==> config.mk <==
export PLATFORM = sky130hd
export DESIGN_NAME = cau_queue
export DESIGN_NICKNAME = d
export VERILOG_FILES = /design/src/rtl/cau_pkg.sv /design/src/rtl/cau_queue.sv
export VERILOG_INCLUDE_DIRS = /design/src /design/src/rtl
export SDC_FILE = /design/constraint.sdc
export NUM_CORES = 1
export LEC_CHECK = 0
export ABC_CLOCK_PERIOD_IN_PS = 1400
export BUFFER_PORTS_ARGS = -buffer_cell sky130_fd_sc_hd__buf_2
export CAP_MARGIN = 10
export CORE_ASPECT_RATIO = 0.7
export CORE_MARGIN = 3
export CORE_UTILIZATION = 35
export DETAILED_ROUTE_END_ITERATION = 7
export GPL_TIMING_DRIVEN = 0
export HOLD_SLACK_MARGIN = 0.03
export PLACE_DENSITY = 0.59
export SKIP_CTS_REPAIR_TIMING = 1
export SYNTH_ARGS = -nofsm -noshare
export SYNTH_HDL_FRONTEND = slang
export SYNTH_SLANG_ARGS = --single-unit
==> constraint.sdc <==
create_clock -name clk -period 1.4 [get_ports clk]
set_input_delay 0.42 -clock clk [delete_from_list [all_inputs] [get_ports clk]]
set_output_delay 0.42 -clock clk [all_outputs]
set_load 0.02 [all_outputs]
==> src/rtl/complex_arithmetic_unit_defines.svh <==
// assertion macros for the complex arithmetic unit
// included by the modules that check their own logic, no other dependencies
`ifndef COMPLEX_ARITHMETIC_UNIT_DEFINES_SVH
`define COMPLEX_ARITHMETIC_UNIT_DEFINES_SVH
`ifndef SYNTHESIS
`define CAU_ASSERT_IMPLY(label, clk, rst_n, ante, cons) \
    label: assert property (@(posedge clk) disable iff (!rst_n) (ante) |-> (cons)) \
        else $error("assertion failed");
`define CAU_ASSERT_NEXT(label, clk, rst_n, ante, cons) \
    label: assert property (@(posedge clk) disable iff (!rst_n) (ante) |=> (cons)) \
        else $error("assertion failed");
`else
`define CAU_ASSERT_IMPLY(label, clk, rst_n, ante, cons)
`define CAU_ASSERT_NEXT(label, clk, rst_n, ante, cons)
`endif
`endif

==> src/rtl/cau_pkg.sv <==
// shared types and constants of the complex arithmetic unit
// no dependencies
package cau_pkg;

    localparam int DATA_WIDTH_DEF = 32;
    localparam int FRAC_BITS_DEF  = 16;
    localparam int OP_W           = 4;
    localparam int STATUS_W       = 2;
    localparam int NUM_MUL        = 6;
    localparam int QUEUE_DEPTH    = 2;

    typedef enum logic [OP_W-1:0] {
        OP_ADD     = 4'd0,
        OP_SUB     = 4'd1,
        OP_MUL     = 4'd2,
        OP_DIV     = 4'd3,
        OP_INV     = 4'd4,
        OP_CONJ    = 4'd5,
        OP_NEG     = 4'd6,
        OP_MULREAL = 4'd7,
        OP_MULIMAG = 4'd8,
        OP_DIVREAL = 4'd9,
        OP_DIVIMAG = 4'd10
    } op_t;

    typedef enum logic [STATUS_W-1:0] {
        ST_OK  = 2'd0,
        ST_DZ  = 2'd1,
        ST_SAT = 2'd2
    } status_t;

    typedef enum logic [1:0] {
        SH_NONE = 2'd0,
        SH_FB   = 2'd1,
        SH_2FB  = 2'd2
    } shift_t;

    // neg: sign of each product term in the two sums
    typedef struct packed {
        logic       is_div;
        shift_t     shift;
        logic [3:0] neg;
    } cls_t;

endpackage

==> src/rtl/cau_queue.sv <==
// small register queue between front end and back end
// depends on cau_pkg and the assertion macro header
`include "complex_arithmetic_unit_defines.svh"
module cau_queue #(
    parameter int WIDTH = 8,
    parameter int DEPTH = cau_pkg::QUEUE_DEPTH
) (
    input  logic             clk,
    input  logic             rst_n,
    input  logic             push,
    input  logic [WIDTH-1:0] wdata,
    input  logic             pop,
    output logic [WIDTH-1:0] rdata,
    output logic             full,
    output logic             not_empty
);
    localparam int PW = (DEPTH > 1) ? $clog2(DEPTH) : 1;
    localparam int CW = $clog2(DEPTH + 1);

    logic [WIDTH-1:0] data_reg [DEPTH];
    logic [PW-1:0]    wr_ptr_reg, wr_ptr_next;
    logic [PW-1:0]    rd_ptr_reg, rd_ptr_next;
    logic [CW-1:0]    count_reg, count_next;

    assign full      = (count_reg == CW'(DEPTH));
    assign not_empty = (count_reg != '0);
    assign rdata     = data_reg[rd_ptr_reg];

    always_comb
    begin
        wr_ptr_next = wr_ptr_reg;
        rd_ptr_next = rd_ptr_reg;
        count_next  = count_reg;
        if (push)
        begin
            wr_ptr_next = (wr_ptr_reg == PW'(DEPTH - 1)) ? '0 : wr_ptr_reg + 1'b1;
        end
        if (pop)
        begin
            rd_ptr_next = (rd_ptr_reg == PW'(DEPTH - 1)) ? '0 : rd_ptr_reg + 1'b1;
        end
        if (push && !pop)
        begin
            count_next = count_reg + 1'b1;
        end
        else if (pop && !push)
        begin
            count_next = count_reg - 1'b1;
        end
    end

    always_ff @(posedge clk or negedge rst_n)
    begin
        if (!rst_n)
        begin
            wr_ptr_reg <= '0;
            rd_ptr_reg <= '0;
            count_reg  <= '0;
        end
        else
        begin
            wr_ptr_reg <= wr_ptr_next;
            rd_ptr_reg <= rd_ptr_next;
            count_reg  <= count_next;
        end
    end

    always_ff @(posedge clk)
    begin
        if (push)
        begin
            data_reg[wr_ptr_reg] <= wdata;
        end
    end

    `CAU_ASSERT_IMPLY(a_no_push_full, clk, rst_n, full, !push)
    `CAU_ASSERT_IMPLY(a_no_pop_empty, clk, rst_n, count_reg == '0, !pop)
    `CAU_ASSERT_NEXT(a_count_up, clk, rst_n, push && !pop, count_reg == $past(count_reg) + 1'b1)

endmodule

Word-level counts from Yosys, hierarchy flattened. Memory sizes are Yosys's and may differ from the RTL's. Cells that the tools add are included.

Bits in latches: 0. Memories: 1. Input bits: 12. Register bits after elaboration: 4. Memory bits (writable): 16. Logic and storage cells: 21. Bits in read-only memories: 0.

Memory list: data_reg (words 2, bits a word 8, rd ports 1, clocked after Yosys merged registers in 0, wr ports 1, RTL line cau_queue.sv:20) `logic [WIDTH-1:0] data_reg [DEPTH];`.

Reductions and logical operators: 6. Add/sub/neg operators: 4. Equality and inequality tests: 1. Magnitude comparators: 0. Muxes and demuxes: 6. Div/mod/pow operators: 0. Multipliers: 0. Bitwise logic cells: 0. Shift-type cells: 0.

Operators with widths (number): $mux 1 (4); $mux 2 (2); $reduce_bool 2->1 (2); $add 1x1->1 const B (2); $add 2x1->2 const B (1); $eq 2x2->1 const B (1); $logic_and 1x1->1 (2); $logic_not 1->1 (2); $sub 2x1->2 const B (1).

Logic depth before layout (Yosys ltp).
Depth in word-level cells: 4. Depth in mapped cells: 5. Gate-level depth less buffers: 5.

Worst setup path after synthesis. OpenSTA, ideal clock, no wires.

Path type: reg-to-output. Start: register rd_ptr_reg. End: output rdata[0]. Setup slack: 0.149 ns. Cell stages (with the launch flop): 3. Arrival time: 0.831 ns. Path through: dfrtp_1 > buf_6 > mux2_2.

Cells in the longest elaborated chain, start to end: 1.

RTL lines: start: declaration (RTL line cau_queue.sv:22) `logic [PW-1:0] rd_ptr_reg, rd_ptr_next;`; start signal: assignment (RTL line cau_queue.sv:63) `rd_ptr_reg <= rd_ptr_next;`; $mem_v2 2x8; end: declaration (RTL line cau_queue.sv:13) `output logic [WIDTH-1:0] rdata,`.

No other way between the ends.

Worst setup path after layout.
Start: register rd_ptr_reg. End: output rdata[7].

The elaborated chain is that of the path after synthesis.

==> summary.md <==
| Metric | Value |
|---|---|
| Outcome | `finished, violations left` |
| Violated checks | `setup timing` |
| Ant. Diodes | `0` |
| Via Count | `roughly 430` |
| First-pass GRT wire length | `about 1.9 mm` |
| GP Congestion | `between 0.7 and 0.8` |
| Logic pwr share | `0.441` |
| RSZ-0062 raised after global routing | `yes` |
| R2r endpoint | `data_reg[0][3]` |
| CP Capture Point | `rdata[7]` |
| Syn_nets | `54` |
| WS Path Type | `reg2out` |
| CP arrival | `1.28 ns` |
| Drt via density | `4.228` |
| Ys Warns | `0` |
| Worst setup path startpoint | `rd_ptr_reg` |
| I/O Pins | `22` |
| # DRC | `0` |
| Cell count after synthesis | `a little over 40` |
| P&R area growth vs syn | `43.53%` |
| Synth area leaders | `edfxtp_1 (62%), dfrtp_1 (13%), mux2_2 (12%)` |
| Flop-to-flop setup slack | `0.26 ns` |
| Met3 GRT Util | `0.03234` |
| Skew-Pair Late Insertion Delay | `about 0.30 ns` |
| GR Layer Usage met2 | `0.1474` |
| Post-synth top flop | `edfxtp_1` |
| Vias in the first global route | `~410` |
| Max-cap check violation count | `0` |
| Starting Density | `0.3929` |
| Final design area excluding fillers | `0.001110 mm²` |
| CTS tree | `done` |
| Share of the clock period used by the worst path | `1.217` |
| Required @ worst endpoint | `around 1 ns` |
| CTS root buffer | `clkbuf_4` |
| GRT Total Usage | `0.09081` |
| Asr flop ratio synth | `0.2000` |
| IO Port Bufs | `21` |
| Synthesized area per cell | `around 19 µm²` |
| 1st-iter DRT viols | `4` |
| Sequential fraction of the synthesis area | `0.7508` |
| Placed insts | `92` |
| Fin crit period | `about 1.7 ns` |
| FF-to-FF path depth | `1` |
| Row cnt | `13` |
| Relative slew margins | `0.7054` |
| Most frequent cells after synthesis | `edfxtp_1 (16), mux2_2 (8), dfrtp_1 (4), xor2_1 (4)` |
| Sink Count | `20` |
| Max reg flops | `16` |
| Die area | `approximately 0.0028 mm²` |
| DP Area | `about 920 µm²` |
| Pleak | `approximately 0.48 nW` |
| # fillers | `~150` |
| Clock share of power | `0.193` |
| Drt wl/cell | `12.79 µm` |
| Worst hold path type | `in2reg` |
| Netlist Area Pre-Place | `773.2 µm²` |
| Die height | `between 40 and 50 µm` |
| Grt total ovfl | `0` |
| Post-synth top area cell | `edfxtp_1` |
| H-tree levels | `1` |
| First-pass iteration count of the detailed router | `2` |
| Largest net degree at the start of global routing | `13` |
| Layout cells sized above 1 | `0.5775` |
| Initial antenna violation count | `0` |
| Flops & latches, synth | `20` |
| Nets | `85` |
| Worst-case clock buffer depth | `2` |
| TritonCTS Buffers | `3` |
| Skew final | `about 0.013 ns` |
| Flop pwr share | `0.366` |
| F_max | `approximately 0.59 GHz` |
| Max IR drop VDD | `0.7570 mV` |
| Overall routed net length | `1.292 mm` |
| Proportion of netlist area held by the largest area contributor | `0.6214` |
| Count leader, synth | `edfxtp_1` |
| Core area | `0.001968 mm²` |
| Net Switching | `0.7001 mW` |
| Clk pin slew, worst setup/hold paths | `roughly 0.12 ns` |
| Final hold violation count | `0` |
| CP endpoint kind | `output port` |
| Final Setup Violations | `10` |
| Post-route worst setup slack | `-0.3043 ns` |
| Pwr/cell area | `around 2200 mW/mm²` |
| Most Used Layer, Global Route | `met2` |
| Die X | `~62 µm` |
| Antenna-violating nets left | `0` |
| EDFF count, synth | `16` |
| Worst r2r src | `wr_ptr_reg` |
| Slew @ Worst Pin | `around 0.44 ns` |
| Distinct cells, synth | `13` |
| Sw Share | `0.2925` |
| Worst-path fanout max | `4` |
| M1 GR Usage | `0.1078` |
| Startpoint types | `flop` |
| Int Power | `1.694 mW` |
| Fin. max-slew vios | `0` |
| Non-Filler Instances | `101` |
==> through the flow <==
step	util	setup WS (ns)	total power, mW	setup TNS, ns	hold slack [ns]
after floorplan	-	0.1487	1.368	0	0.1244
after global placement	0.4654	-0.1532	1.562	-1.224	0.2316
after detailed placement	0.4654	-0.1510	1.567	-1.207	0.2309
after CTS	0.4921	-0.3315	2.031	-2.890	-0.1074
after global routing	0.5639	-0.3665	2.518	-3.183	0.2699
final	0.5639	-0.3043	2.394	-2.559	0.3000
==> metal layers <==
metal	share of wire	up-vias	wire, µm
li1	-	209	-
met1	0.44	206	567
met2	0.51	10	664
met3	0.031	2	40
met4	0.015	0	19
met5	0	-	0
==> layout by cell type, fill, tap and decap left out, types with 3 or more instances in the layout <==
cell      Yosys  layout
mux2_4        0       8
buf_2         0      11
xor2_1        4       4
dfrtp_1       4       4
buf_6         1      12
clkbuf_4      0       3
edfxtp_1     16      16
buf_4         0       3
==> how the worst min path moves through the flow <==
| stage | from | endpoint | cells past startpoint |
|---|---|---|---|
| 6_report | wdata[1] | data_reg[1][1] | 1 |
| 4_1_cts | rst_n | count_reg[1] | 1 |
| 3_3_place_gp | rst_n | count_reg[0] | 1 |
| 2_1_floorplan | rst_n | count_reg[0] | 0 |
| 5_1_grt | wdata[1] | data_reg[1][1] | 1 |
| 3_5_place_dp | rst_n | count_reg[1] | 1 |
==> worst max-delay path, cell delays in order, from the launching register on <==
cell	delay (ns)
dfrtp_1	0.42
buf_6	0.14
mux2_4	0.30
buf_6	0.14
==> power by group through the flow <==
stage | combinational, mW | clock (mW) | sequential (mW)
final | 1.06 | 0.462 | 0.877
after global routing | 1.11 | 0.506 | 0.899
after CTS | 0.684 | 0.475 | 0.872
after detailed placement | 0.681 | 0 | 0.886
after global placement | 0.680 | 0 | 0.882
after floorplan | 0.497 | 0 | 0.871
==> cell families after synthesis <==
logic type / share of synthesized area
simple gates: 0.04047
fa+ha+maj: 0.01618
xor+xnor: 0.05663
mux: 0.1165
flops: 0.7508
buf+inv: 0.01941
==> cell type report <==
cell class / count / area [µm²] / area share
inverter: 1 / 3.754 / 0.003382
timing repair buffer: 26 / 211.5 / 0.1905
multi-input combinational: 19 / 212.7 / 0.1917
clock inverter: 1 / 30.03 / 0.02706
sequential: 20 / 580.6 / 0.5231
buffer: 1 / 11.26 / 0.01015
tap: 30 / 37.54 / 0.03382
clock buffer: 3 / 22.52 / 0.02029
Power figures use the tool's default switching activity.
