## src/rtl/complex_arithmetic_unit_defines.svh

```systemverilog
// assertion macros for the complex arithmetic unit
// included by the modules that check their own logic, no other dependencies
`ifndef COMPLEX_ARITHMETIC_UNIT_DEFINES_SVH
`define COMPLEX_ARITHMETIC_UNIT_DEFINES_SVH
`ifndef SYNTHESIS
`define CAU_ASSERT_IMPLY(label, clk, rst_n, ante, cons) \
    label: assert property (@(posedge clk) disable iff (!rst_n) (ante) |-> (cons)) \
        else $error("assertion failed");
`define CAU_ASSERT_NEXT(label, clk, rst_n, ante, cons) \
    label: assert property (@(posedge clk) disable iff (!rst_n) (ante) |=> (cons)) \
        else $error("assertion failed");
`else
`define CAU_ASSERT_IMPLY(label, clk, rst_n, ante, cons)
`define CAU_ASSERT_NEXT(label, clk, rst_n, ante, cons)
`endif
`endif

```

## src/rtl/cau_pkg.sv

```systemverilog
// shared types and constants of the complex arithmetic unit
// no dependencies
package cau_pkg;

    localparam int DATA_WIDTH_DEF = 32;
    localparam int FRAC_BITS_DEF  = 16;
    localparam int OP_W           = 4;
    localparam int STATUS_W       = 2;
    localparam int NUM_MUL        = 6;
    localparam int QUEUE_DEPTH    = 2;

    typedef enum logic [OP_W-1:0] {
        OP_ADD     = 4'd0,
        OP_SUB     = 4'd1,
        OP_MUL     = 4'd2,
        OP_DIV     = 4'd3,
        OP_INV     = 4'd4,
        OP_CONJ    = 4'd5,
        OP_NEG     = 4'd6,
        OP_MULREAL = 4'd7,
        OP_MULIMAG = 4'd8,
        OP_DIVREAL = 4'd9,
        OP_DIVIMAG = 4'd10
    } op_t;

    typedef enum logic [STATUS_W-1:0] {
        ST_OK  = 2'd0,
        ST_DZ  = 2'd1,
        ST_SAT = 2'd2
    } status_t;

    typedef enum logic [1:0] {
        SH_NONE = 2'd0,
        SH_FB   = 2'd1,
        SH_2FB  = 2'd2
    } shift_t;

    // neg: sign of each product term in the two sums
    typedef struct packed {
        logic       is_div;
        shift_t     shift;
        logic [3:0] neg;
    } cls_t;

endpackage

```

## src/rtl/cau_if.sv

```systemverilog
// request and response channel interfaces of the complex arithmetic unit
// depends on cau_pkg
interface cau_req_if #(
    parameter int DATA_WIDTH = cau_pkg::DATA_WIDTH_DEF
);
    logic                          valid;
    logic                          ready;
    logic [cau_pkg::OP_W-1:0]      req_type;
    logic signed [DATA_WIDTH-1:0]  a_re;
    logic signed [DATA_WIDTH-1:0]  a_im;
    logic signed [DATA_WIDTH-1:0]  b_re;
    logic signed [DATA_WIDTH-1:0]  b_im;

    modport source (output valid, req_type, a_re, a_im, b_re, b_im, input ready);
    modport sink   (input valid, req_type, a_re, a_im, b_re, b_im, output ready);
endinterface


```

## src/rtl/cau_front.sv

```systemverilog
// front end: accepts requests and routes operands onto the six multipliers
// depends on cau_pkg and cau_if
module cau_front #(
    parameter int DATA_WIDTH = cau_pkg::DATA_WIDTH_DEF
) (
    cau_req_if.sink                       req,
    input  logic                          q_full,
    output logic                          push,
    output cau_pkg::cls_t                 cls,
    output logic signed [DATA_WIDTH-1:0]  mul_x [cau_pkg::NUM_MUL],
    output logic signed [DATA_WIDTH-1:0]  mul_y [cau_pkg::NUM_MUL]
);
    import cau_pkg::*;

    localparam logic signed [DATA_WIDTH-1:0] ONE = {{(DATA_WIDTH-1){1'b0}}, 1'b1};

    assign req.ready = !q_full;
    assign push      = req.valid && !q_full;

    always_comb
    begin
        cls.is_div = 1'b0;
        cls.shift  = SH_NONE;
        cls.neg    = 4'b0000;
        for (int k = 0; k < NUM_MUL; k++)
        begin
            mul_x[k] = '0;
            mul_y[k] = '0;
        end
        unique case (req.req_type) inside
            OP_ADD, OP_SUB:
            begin
                mul_x[0] = req.a_re; mul_y[0] = ONE;
                mul_x[1] = req.b_re; mul_y[1] = ONE;
                mul_x[2] = req.a_im; mul_y[2] = ONE;
                mul_x[3] = req.b_im; mul_y[3] = ONE;
                if (req.req_type == OP_SUB)
                begin
                    cls.neg = 4'b1010;
                end
            end
            OP_MUL:
            begin
                mul_x[0] = req.a_re; mul_y[0] = req.b_re;
                mul_x[1] = req.a_im; mul_y[1] = req.b_im;
                mul_x[2] = req.a_re; mul_y[2] = req.b_im;
                mul_x[3] = req.a_im; mul_y[3] = req.b_re;
                cls.neg   = 4'b0010;
                cls.shift = SH_FB;
            end
            OP_DIV:
            begin
                mul_x[0] = req.a_re; mul_y[0] = req.b_re;
                mul_x[1] = req.a_im; mul_y[1] = req.b_im;
                mul_x[2] = req.a_im; mul_y[2] = req.b_re;
                mul_x[3] = req.a_re; mul_y[3] = req.b_im;
                mul_x[4] = req.b_re; mul_y[4] = req.b_re;
                mul_x[5] = req.b_im; mul_y[5] = req.b_im;
                cls.neg    = 4'b1000;
                cls.shift  = SH_FB;
                cls.is_div = 1'b1;
            end
            OP_INV:
            begin
                mul_x[0] = req.a_re; mul_y[0] = ONE;
                mul_x[2] = req.a_im; mul_y[2] = ONE;
                mul_x[4] = req.a_re; mul_y[4] = req.a_re;
                mul_x[5] = req.a_im; mul_y[5] = req.a_im;
                cls.neg    = 4'b0100;
                cls.shift  = SH_2FB;
                cls.is_div = 1'b1;
            end
            OP_CONJ, OP_NEG:
            begin
                mul_x[0] = req.a_re; mul_y[0] = ONE;
                mul_x[2] = req.a_im; mul_y[2] = ONE;
                cls.neg  = (req.req_type == OP_NEG) ? 4'b0101 : 4'b0100;
            end
            OP_MULREAL:
            begin
                mul_x[0] = req.a_re; mul_y[0] = req.b_re;
                mul_x[2] = req.a_im; mul_y[2] = req.b_re;
                cls.shift = SH_FB;
            end
            OP_MULIMAG:
            begin
                mul_x[0] = req.a_im; mul_y[0] = req.b_re;
                mul_x[2] = req.a_re; mul_y[2] = req.b_re;
                cls.neg   = 4'b0001;
                cls.shift = SH_FB;
            end
            OP_DIVREAL:
            begin
                mul_x[0] = req.a_re; mul_y[0] = ONE;
                mul_x[2] = req.a_im; mul_y[2] = ONE;
                mul_x[4] = req.b_re; mul_y[4] = ONE;
                cls.shift  = SH_FB;
                cls.is_div = 1'b1;
            end
            OP_DIVIMAG:
            begin
                mul_x[0] = req.a_im; mul_y[0] = ONE;
                mul_x[2] = req.a_re; mul_y[2] = ONE;
                mul_x[4] = req.b_re; mul_y[4] = ONE;
                cls.neg    = 4'b0100;
                cls.shift  = SH_FB;
                cls.is_div = 1'b1;
            end
            default:
            begin
                cls.is_div = 1'b0;
            end
        endcase
    end

endmodule

```

## src/flat_wrapper.sv

```systemverilog
// flat-port wrapper written by rule: the top's interface ports become plain ports
module cau_front_flat import cau_pkg::*;
#(
    parameter int DATA_WIDTH = cau_pkg::DATA_WIDTH_DEF
)
  (q_full, push, cls, mul_x, mul_y, req_valid, req_req_type, req_a_re, req_a_im, req_b_re, req_b_im, req_ready);
  cau_req_if #(.DATA_WIDTH(DATA_WIDTH)) req_i ();
  input  logic q_full;
  output logic push;
  output cau_pkg::cls_t cls;
  output logic signed [DATA_WIDTH-1:0] mul_x[cau_pkg::NUM_MUL];
  output logic signed [DATA_WIDTH-1:0] mul_y[cau_pkg::NUM_MUL];
  input wire logic [$bits(req_i.valid)-1:0] req_valid;
  input wire logic [$bits(req_i.req_type)-1:0] req_req_type;
  input wire logic [$bits(req_i.a_re)-1:0] req_a_re;
  input wire logic [$bits(req_i.a_im)-1:0] req_a_im;
  input wire logic [$bits(req_i.b_re)-1:0] req_b_re;
  input wire logic [$bits(req_i.b_im)-1:0] req_b_im;
  output wire logic [$bits(req_i.ready)-1:0] req_ready;
  assign req_i.valid = req_valid;
  assign req_i.req_type = req_req_type;
  assign req_i.a_re = req_a_re;
  assign req_i.a_im = req_a_im;
  assign req_i.b_re = req_b_re;
  assign req_i.b_im = req_b_im;
  assign req_ready = req_i.ready;
  cau_front #(.DATA_WIDTH(DATA_WIDTH)) u_core (.req(req_i), .q_full(q_full), .push(push), .cls(cls), .mul_x(mul_x), .mul_y(mul_y));
endmodule
```

## config.mk

```make
export PLATFORM = sky130hd
export DESIGN_NAME = cau_front_flat
export DESIGN_NICKNAME = d
export VERILOG_FILES = /design/src/rtl/complex_arithmetic_unit_defines.svh /design/src/rtl/cau_pkg.sv /design/src/rtl/cau_if.sv /design/src/rtl/cau_front.sv /design/src/flat_wrapper.sv
export SDC_FILE = /design/constraint.sdc
export NUM_CORES = 1
export LEC_CHECK = 0
export BUFFER_PORTS_ARGS = -buffer_cell sky130_fd_sc_hd__buf_2
export CAP_MARGIN = 30
export CORE_AREA = 2 2 202 204
export DETAILED_ROUTE_END_ITERATION = 10
export DIE_AREA = 0 0 204 206
export PLACE_DENSITY_LB_ADDON = 0.2
export SLEW_MARGIN = 20
export SYNTH_ARGS = -nofsm -noshare
export SYNTH_HDL_FRONTEND = slang
export SYNTH_SLANG_ARGS = --single-unit
```

## constraint.sdc

```tcl
create_clock -name vclk -period 1.6
set_input_delay 0.16 -clock vclk [all_inputs]
set_output_delay 0.16 -clock vclk [all_outputs]
set_load 0.01 [all_outputs]
```

; ---- Yosys cells after proc, flatten, opt, wreduce, memory -nomap -nowiden
; Index checks and enable logic that the tools add are counted.
[op_classes]
n_reduce_logical = 18
n_eq_ne = 10
mux = 16
[op_table]
columns = operator, count
row1 = case mux 32 bit (2 select lines), 7
row2 = case mux 32 bit (3 select lines), 4
row3 = case mux 4 bit (6 select lines), 1
row4 = == test 4 x 3 -> 1 bit (second input constant), 4
row5 = == test 4 bit (second input constant), 3
row6 = OR reduction 2 bit, 6
row7 = OR reduction 3 bit, 3
row8 = OR reduction 9 bit, 1
row9 = == test 4 x 2 -> 1 bit (second input constant), 2
row10 = OR reduction 4 bit, 2
row11 = OR reduction 8 bit, 1
row12 = OR reduction 7 bit, 1
row13 = OR reduction 6 bit, 1
row14 = == test 4 x 1 -> 1 bit (second input constant), 1
row15 = logical NOT 4 bit, 1
row16 = two-way mux 4 bit, 1
row17 = case mux 2 bit (2 select lines), 1
row18 = two-way mux 1 bit, 2
row19 = logical AND 1 bit, 1
row20 = logical NOT 1 bit, 1
[word_totals]
elab_cells = 44
out_inout_bits = 393
ff_bits = 0

; ---- Logic depth before layout (Yosys ltp)
; Gate-level depths: netlist of the first run.
[depth]
ltp_word = 3
mapped_depth = 7
ltp_nobuf = 3

; ---- Least setup slack after synthesis of the first run
; No wires, ideal clock.
[synth_timing]
path_kind = input-to-output
from = input port req_req_type[1]
to = output port mul_y[0] (netlist name)
setup_slack_ns = 0.131
arrival_time_ns = 1.309
required_time_ns = 1.440
stages = 5
path_cell_list = nor4b_4 -> buf_2 -> buf_2 -> a22o_1 -> buf_4
[synth_rtl]
columns = item, line
row1 = "start, declared", flat_wrapper.sv:14  ; input wire logic [$bits(req_i.req_type)-1:0] req_req_type;
row2 = "end, declared", flat_wrapper.sv:12  ; output logic signed [DATA_WIDTH-1:0] mul_y[cau_pkg::NUM_MUL];

==> metrics.yaml, run 1 <==
outcome:
  status: "finished, violations left"
  violations: "negative setup slack"
finish:
  syn2layout_area_growth_pct: 78.8
  nClkBuffers: 0
  flops_and_latches: 0
  final_util: 0.230
  layout.nets: 1353
  drive_above_1_share: 0.533
  multiInputGateArea_mm2: 0.00455
  nFillCells: 4620
  regArea_um2: 0
  fin_cells: 1749
  n_antenna_cell: 0
floorplan:
  dieArea_mm2: 0.0420
  core_region_area_mm2: 0.0402
  placementRows: 74
  die_w_um: 204
  die_height_um: 206
  ios: 527
  initial_core_util: 0.129
placed_design:
  hpwlAfterDp_mm: 28.1
  io_buffers: 527
  dp_cells: 1736
  gp_congestion: 0.825
grt:
  grt_pass1_wl_mm: 50.2
  grt.total_usage: 0.156
  first_global_vias: 7534
  antenna_found_initial: 0
  gr-total-overflow: 0
  grt_start_max_net_pins: 58
detailed_routing:
  drc_errors: 0
  wl_per_cell_um: 21.8
  antenna_left: 0
  via_per_inst: 4.70
  routed-via-count: 8219
  dr.pass1.iters: 5
  drt_wl_total_mm: 38.2
  drtIter0Drc: 584
critical_path:
  cp-end-kind: "output port"
  worst-path-max-fanout: 13
  startpoint_type: "input port"
  arrival_ns: 1.47
  required_ns: 1.44
  critPathKind: "in -> out"
timing:
  setup_viol: 43
  worst_slack_ns: -0.0303
  min_period_ns: 1.63
  slew_viol_final: 0
  relSlewSlack: 0.662
  hold_viol_final: 0
  setup-tns-final_ns: -0.459
  finalCritPeriodShare: 1.02
  rsz0062_at_grt: "yes"
  worstMarginPinSlew_ns: 0.507
  timing.fmax_mhz: 613
power:
  p_leak_nw: 5.46
  cellPowerDensity_mw_per_mm2: 300
  vdd_drop_max_mv: 0.101
logic_synthesis:
  yosys.area_share.adder: 0
  synth.mux.area_fraction: 0.188
  syn_inst: 720
  synth_most_common_cell: "a22o_1"
  ys_seq_area_frac: 0
  synth_top_family_by_area: "compound AO/OA/AOI/OAI gates"
  syn_area_per_cell_um2: 7.17
  synthSimpleGateAreaFrac: 0.271
  synth_compound_area_frac: 0.393
  syn_nets: 854
  synth_common_cells: "158 x a22o_1, 97 x mux2i_1, 97 x nor2_1"
  synthXorXnorAreaFrac: 0.00170
  synth_top_area_share: 0.268
  syn_area_mm2: 0.00516
  yosys_warnings: 0
  post_synth_num_cell_types: 34
  synth_area_leaders: "a22o_1 27%, mux2i_1 19%, and3_1 7.8%"
  synth_top_area_cell: "a22o_1"
worst_hold_path:
  hold_path.class: "in -> out"
clock_network:
  ctsHoldBuffers: 0
job:
  drv_cap: 0
where the power goes:
part	switching [mW]	leakage (nW)	internal (mW)
Sequential	0	0	0
Clock	0	0	0
Combinational	1.57	5.46	1.20
worst paths after layout:
check | to | from | slack (ns) | cells after the start
min | req_ready | q_full | 0.58 | 3
max | mul_x[46] | req_req_type[3] | -0.03 | 8
cell type report:
cell class | instances | area share
well taps | 532 | 0.0721
multi-input cells | 592 | 0.493
repair buffers | 623 | 0.434
inverters | 2 | 0.000813
metrics by stage:
stage               power (mW)  setup WS, ns  area, um2  hold slack [ns]
finish                    2.77       -0.0303       9230            0.579
global route              2.95       -0.0898       9230            0.587
CTS                       2.67       -0.0368       8850            0.573
detailed placement        2.65       -0.0885       8800            0.573
global placement          2.66       -0.0782       8800            0.572
floorplan                 1.27         0.131       5160            0.364
cells by family (layout without fill, tap and decap cells):
logic type / Yosys count / count (layout)
and+or+nand+nor: 252 / 252
AOI/OAI and AO/OA: 242 / 242
buffers and inverters: 128 / 625
muxes: 97 / 97
xor gates and xnor gates: 1 / 1
placed cells by master (no fill, tap or decap), types with 5 or more instances in the layout:
cell and instances:
a211o_1 32, a211oi_1 31, a21oi_1 6, a22o_1 155, and3_1 63, buf_12 34, buf_2 519, buf_4 45
buf_6 13, clkbuf_16 7, mux2i_1 96, nand2b_1 5, nor2_1 97, nor2b_1 35, nor3b_1 32
per-layer routing:
metal  GRT usage  up-vias  wire length, um
met1       0.203     4016            16500
met3      0.0131       49             2380
met4      0.0313        0              700
met2       0.280      435            18600
li1            -     3719                -
met5           0        -                0
worst max-delay path: stages:
cell and delay [ns]:
buf_8 0.10, buf_6 0.11, nor4b_4 0.27, buf_6 0.19
buf_12 0.16, clkbuf_16 0.18, a22o_1 0.13, buf_2 0.13
what timing repair did:
| action | CTS | global route |
|---|---|---|
| buffers inserted | 1 | 4 |
| resized for setup | 11 | 36 |
| cloned | 0 | 8 |
| endpoints found under the setup margin | 123 | 202 |
| pin swaps | 4 | 27 |
Power figures use the tool's default switching activity.
==> run 2: changes to the inputs <==
--- a/config.mk
+++ b/config.mk
@@ -10,6 +10,7 @@
 export CORE_AREA = 2 2 202 204
 export DETAILED_ROUTE_END_ITERATION = 10
 export DIE_AREA = 0 0 204 206
+export GPL_TIMING_DRIVEN = 0
 export PLACE_DENSITY_LB_ADDON = 0.2
 export SLEW_MARGIN = 20
 export SYNTH_ARGS = -nofsm -noshare
==> run 2 against run 1 <==
Compared with the run above:
- the flow still finishes with violations (negative setup slack)
- maximum frequency decreased by 2.6%
- sequential share of layout area unchanged
- total power increased by 22%
- flip-flop and latch count unchanged
- design area increased by 17%
- critical path type unchanged
- highest routed layer is now met5
- non-clock buffer count increased by 75
- worst setup slack got worse by 0.043 ns
- combinational power increased by 22%
- cell count increased by 4.3%
- global-route usage increased by 7.3 points
==> metrics.yaml, run 2 (synthesis gave the netlist of run 1 again) <==
finish:
  regArea_um2: 0  # unchanged
  drive_above_1_share: 0.591  # +0.0581
  final_util: 0.270  # +0.0400
  syn2layout_area_growth_pct: 110
  mostFrequentLayoutCell: "buf_2"
  flops_and_latches: 0  # unchanged
  nFillCells: 4443  # -3.8%
  final_cell_mix: "452 x buf_2, 145 x a22o_1, 111 x buf_6"
  layout.nets: 1428  # +5.5%
  nClkBuffers: 0  # unchanged
critical_path:
  cpMostUsedCell: "buf_6"
  critPathKind: "in -> out"
  required_ns: 1.44  # about the same
  crit_path_max_incr_delay_ns: 0.34  # +0.07 ns
  startpoint_type: "input port"
  arrival_ns: 1.51  # +0.04 ns
  crit_path_top_delay_cell: "or2_4"
  cp_cell_sequence: "buf_12 -> buf_6 -> or2_4 -> buf_8 -> and3_1 -> a211o_1 -> buf_6"
  worst-path-max-fanout: 10  # -3
  cp-end-kind: "output port"
floorplan:
  core_region_area_mm2: 0.0402  # unchanged
  dieArea_mm2: 0.0420  # unchanged
  die_w_um: 204  # unchanged
  initial_core_util: 0.129  # unchanged
  ios: 527  # unchanged
  placementRows: 74  # unchanged
  die_height_um: 206  # unchanged
detailed_routing:
  wl_met3_mm: 3.27  # +37%
  drtIter0Drc: 605  # +3.6%
  dr.pass1.iters: 5  # unchanged
  dr.max_layer_used: "met5"
  wl_met1_mm: 22.2  # +35%
  antenna_left: 0  # unchanged
  drc_errors: 0  # unchanged
  routed-via-count: 8810  # +7.2%
  drt_wl_total_mm: 52.9  # +39%
  wl_met2_mm: 25.9  # +39%
  via_per_inst: 4.83  # +2.7%
  wl_per_cell_um: 29.0  # +33%
grt:
  gr-total-overflow: 0  # unchanged
  first_global_vias: 8597  # +14%
  grt.total_usage: 0.229  # +0.0732
  grt_pass1_wl_mm: 68.3  # +36%
  grt_start_max_net_pins: 11  # -81%
  antenna_found_initial: 1  # +1
outcome:
  status: "finished, violations left"
  violations: "negative setup slack"
timing:
  min_period_ns: 1.67  # +0.0429 ns
  hold_ws_ns: 0.565  # -0.0142 ns
  rsz0062_at_grt: "yes"
  relSlewSlack: 0.738  # +0.0759
  slew_viol_final: 0  # unchanged
  worstMarginPinSlew_ns: 0.393  # -0.114 ns
  worst_slack_ns: -0.0731  # -0.0429 ns
  timing.fmax_mhz: 598  # -2.6%
  setup_viol: 62  # +44%
  hold_viol_final: 0  # unchanged
  finalCritPeriodShare: 1.05  # +0.0268
worst_hold_path:
  hold_path.class: "in -> out"
power:
  p_leak_nw: 6.06  # +11%
  cellPowerDensity_mw_per_mm2: 310  # +3.5%
  vdd_drop_max_mv: 0.0949  # -5.9%
clock_network:
  ctsHoldBuffers: 0  # unchanged
placed_design:
  hpwlAfterDp_mm: 38.0  # +35%
  io_buffers: 527  # unchanged
  gp_congestion: 0.826  # +0.16%
job:
  drv_cap: 0  # unchanged
-- run 2: layer usage --
metal	global-route usage	up-vias
met1	0.290	4357
met2	0.406	502
met3	0.0287	80
li1	-	3869
met4	0.0673	2
met5	0	-
-- run 2: where the power goes --
part | internal [mW] | switching, mW | total, mW
clock | 0.00000000274 | 0 | 0.00000000275
sequential | 0 | 0 | 0
combinational | 1.50 | 1.87 | 3.37
-- run 2: per-stage QoR --
| stage | setup TNS [ns] | power, mW | cell area (um2) | setup WS [ns] | cells |
|---|---|---|---|---|---|
| finish | -1.33 | 3.37 | 10800 | -0.0731 | 1825 |
| global placement | -196.94 | 2.70 | 8470 | -1.13 | 1779 |
| floorplan | 0 | 1.27 | 5160 | 0.131 | 720 |
| detailed placement | -185.93 | 2.71 | 8490 | -1.04 | 1781 |
| global route | -5.74 | 3.54 | 10800 | -0.114 | 1824 |
| CTS | -2.03 | 3.17 | 10200 | -0.0843 | 1823 |
-- run 2: path summary, 6_finish.rpt --
| path | slack (ns) | cells after the start | to | startpoint |
|---|---|---|---|---|
| worst min-delay path | 0.56 | 3 | req_ready | q_full |
| worst max-delay path | -0.07 | 7 | mul_x[114] | req_req_type[3] |
-- run 2: critical path, delay by kind of cell --
kind / cells / cell delay (ns)
AOI/OAI and AO/OA: 1 / 0.28
buffers and inverters: 4 / 0.54
and+or+nand+nor: 2 / 0.52
-- run 2: what timing repair did --
action                     in CTS  in global routing
pin swaps                      62                 33
setup endpoints to repair     388                271
gates resized for setup       306                120
gates cloned                   11                  5
buffers inserted               38                  5
-- run 2: area by class of cell --
type / instances / area [um2] / area share
Multi-Input combinational cell: 592 / 4830 / 0.446
Timing Repair Buffer: 587 / 4000 / 0.369
Buffer: 111 / 1340 / 0.123
Tap cell: 532 / 666 / 0.0614
Inverter: 2 / 7.51 / 0.000693
Antenna cell: 1 / 2.50 / 0.000231
==> run 3: changes to the inputs <==
--- a/config.mk
+++ b/config.mk
@@ -7,11 +7,12 @@
 export LEC_CHECK = 0
 export BUFFER_PORTS_ARGS = -buffer_cell sky130_fd_sc_hd__buf_2
 export CAP_MARGIN = 30
-export CORE_AREA = 2 2 202 204
+export CORE_AREA = 2 2 204 206
 export DETAILED_ROUTE_END_ITERATION = 10
-export DIE_AREA = 0 0 204 206
+export DIE_AREA = 0 0 206 208
 export GPL_TIMING_DRIVEN = 0
 export PLACE_DENSITY_LB_ADDON = 0.2
+export SETUP_SLACK_MARGIN = 0.5
 export SLEW_MARGIN = 20
 export SYNTH_ARGS = -nofsm -noshare
 export SYNTH_HDL_FRONTEND = slang
==> run 3 against run 2 <==
Compared with the run above:
- the flow still finishes with violations (negative setup slack)
- critical path type unchanged
- worst setup slack got worse by 0.070 ns
- global-route usage rose by 0.082 points
- first-iteration DRC count fell by 8.1%
- die area rose by 2.0%
- count of clock-buffer cells in the layout did not move
- design area rose by 30%
- total power rose by 26%
- critical path depth rose by 2
- sequential share of layout area did not move
- maximum frequency fell by 4.0%
==> metrics.yaml, run 3 (synthesis gave the netlist of run 1 again) <==
placed_design:
  gp_congestion: 0.817  # -1.1%
  io_buffers: 527  # unchanged
  dp_cells: 1779  # -0.11%
  hpwlAfterDp_mm: 38.1  # +0.21%
  place_area_mm2: 0.0107  # +26%
finish:
  layout.nets: 1480  # +3.6%
  regArea_um2: 0  # unchanged
  nFillCells: 4193  # -5.6%
  drive_above_1_share: 0.740  # +0.148
  final_cell_mix: "360 x buf_2, 222 x buf_6, 128 x a22o_1"
  design_area_mm2: 0.0141  # +30%
  flops_and_latches: 0  # unchanged
  fin_cells: 1877  # +2.8%
  syn2layout_area_growth_pct: 173
  nClkBuffers: 0  # unchanged
  mostFrequentLayoutCell: "buf_2"
  multiInputGateArea_mm2: 0.00612  # +27%
grt:
  grt_start_max_net_pins: 11  # unchanged
  grt.total_usage: 0.230  # +0.000820
  grt_pass1_wl_mm: 70.5  # +3.2%
  first_global_vias: 8860  # +3.1%
  gr-total-overflow: 0  # unchanged
  antenna_found_initial: 2  # +1
floorplan:
  core_region_area_mm2: 0.0406  # +0.92%
  dieArea_mm2: 0.0428  # +2.0%
  die_height_um: 208  # +0.97%
  ios: 527  # unchanged
  die_w_um: 206  # +0.98%
  placementRows: 74  # unchanged
  initial_core_util: 0.127  # -0.00117
critical_path:
  worst-path-max-fanout: 6  # -4
  arrival_ns: 1.58  # +0.07 ns
  critPathKind: "in -> out"
  required_ns: 1.44  # about the same
  startpoint_type: "input port"
  cp-end-kind: "output port"
detailed_routing:
  drc_errors: 0  # unchanged
  dr.pass1.iters: 5  # unchanged
  via_per_inst: 4.81  # -0.35%
  drtIter0Drc: 556  # -8.1%
  drt_wl_total_mm: 56.9  # +7.5%
  routed-via-count: 9029  # +2.5%
  wl_per_cell_um: 30.3  # +4.5%
  antenna_left: 0  # unchanged
timing:
  hold_viol_final: 0  # unchanged
  hold_ws_ns: 0.565  # -0.000113 ns
  min_period_ns: 1.74  # +0.0704 ns
  slew_viol_final: 0  # unchanged
  rsz0062_at_grt: "yes"
  setup-tns-final_ns: -9.41  # -8.07 ns
  worstMarginPinSlew_ns: 0.318  # -0.0747 ns
  timing.fmax_mhz: 574  # -4.0%
  finalCritPeriodShare: 1.09  # +0.0440
  relSlewSlack: 0.784  # +0.0456
  worst_slack_ns: -0.143  # -0.0704 ns
  setup_viol: 184  # +200%
power:
  p_leak_nw: 7.01  # +16%
  vdd_drop_max_mv: 0.112  # +18%
  cellPowerDensity_mw_per_mm2: 302  # -2.8%
  finalPower_mw: 4.25  # +26%
worst_hold_path:
  hold-path-cell-count: 3  # unchanged
  hold_path.class: "in -> out"
job:
  drv_cap: 0  # unchanged
outcome:
  status: "finished, violations left"
  violations: "negative setup slack"
clock_network:
  ctsHoldBuffers: 0  # unchanged
-- run 3: area by class of cell --
class	instances	share of cell area
Antenna cell	1	0.000178
Inverter	2	0.000533
Buffer	126	0.141
Multi-Input combinational cell	592	0.434
Timing Repair Buffer	624	0.376
Tap cell	532	0.0472
-- run 3: timing repair --
action	CTS	global route
endpoints found under the setup margin	391	391
pin swaps	20	81
gates resized for setup	205	226
setup buffers	35	25
cloned	12	25
-- run 3: worst paths after layout --
path,slack (ns),from,endpoint
setup / recovery,-0.14,req_req_type[2],mul_y[100]
hold / removal,0.56,q_full,req_ready
-- run 3: power breakdown --
part           leakage [nW]  switching [mW]    total (mW)  internal [mW]
Sequential                0               0             0              0
Clock            0.00000634               0  0.0000000837   0.0000000837
Combinational          7.01            2.22          4.25           2.03
-- run 3: stage by stage --
stage          worst slack, ns  utilization
4_1_cts                 -0.119        0.302
5_1_grt                 -0.171        0.347
6_report                -0.143        0.347
2_1_floorplan            0.296            -
3_3_place_gp            -0.866        0.263
3_5_place_dp            -0.919        0.263
-- run 3: metal layers --
layer	part of all wire	global-route usage
met3	0.059	0.0268
met4	0.024	0.0362
met5	0.00023	0
met2	0.49	0.413
met1	0.43	0.297
-- run 3: worst max-delay path, cell delays in order --
cell	delay, ns
buf_12	0.11
or3b_1	0.37
clkbuf_8	0.16
nor2_4	0.14
buf_12	0.13
buf_6	0.09
buf_8	0.13
a22o_1	0.18
buf_6	0.12
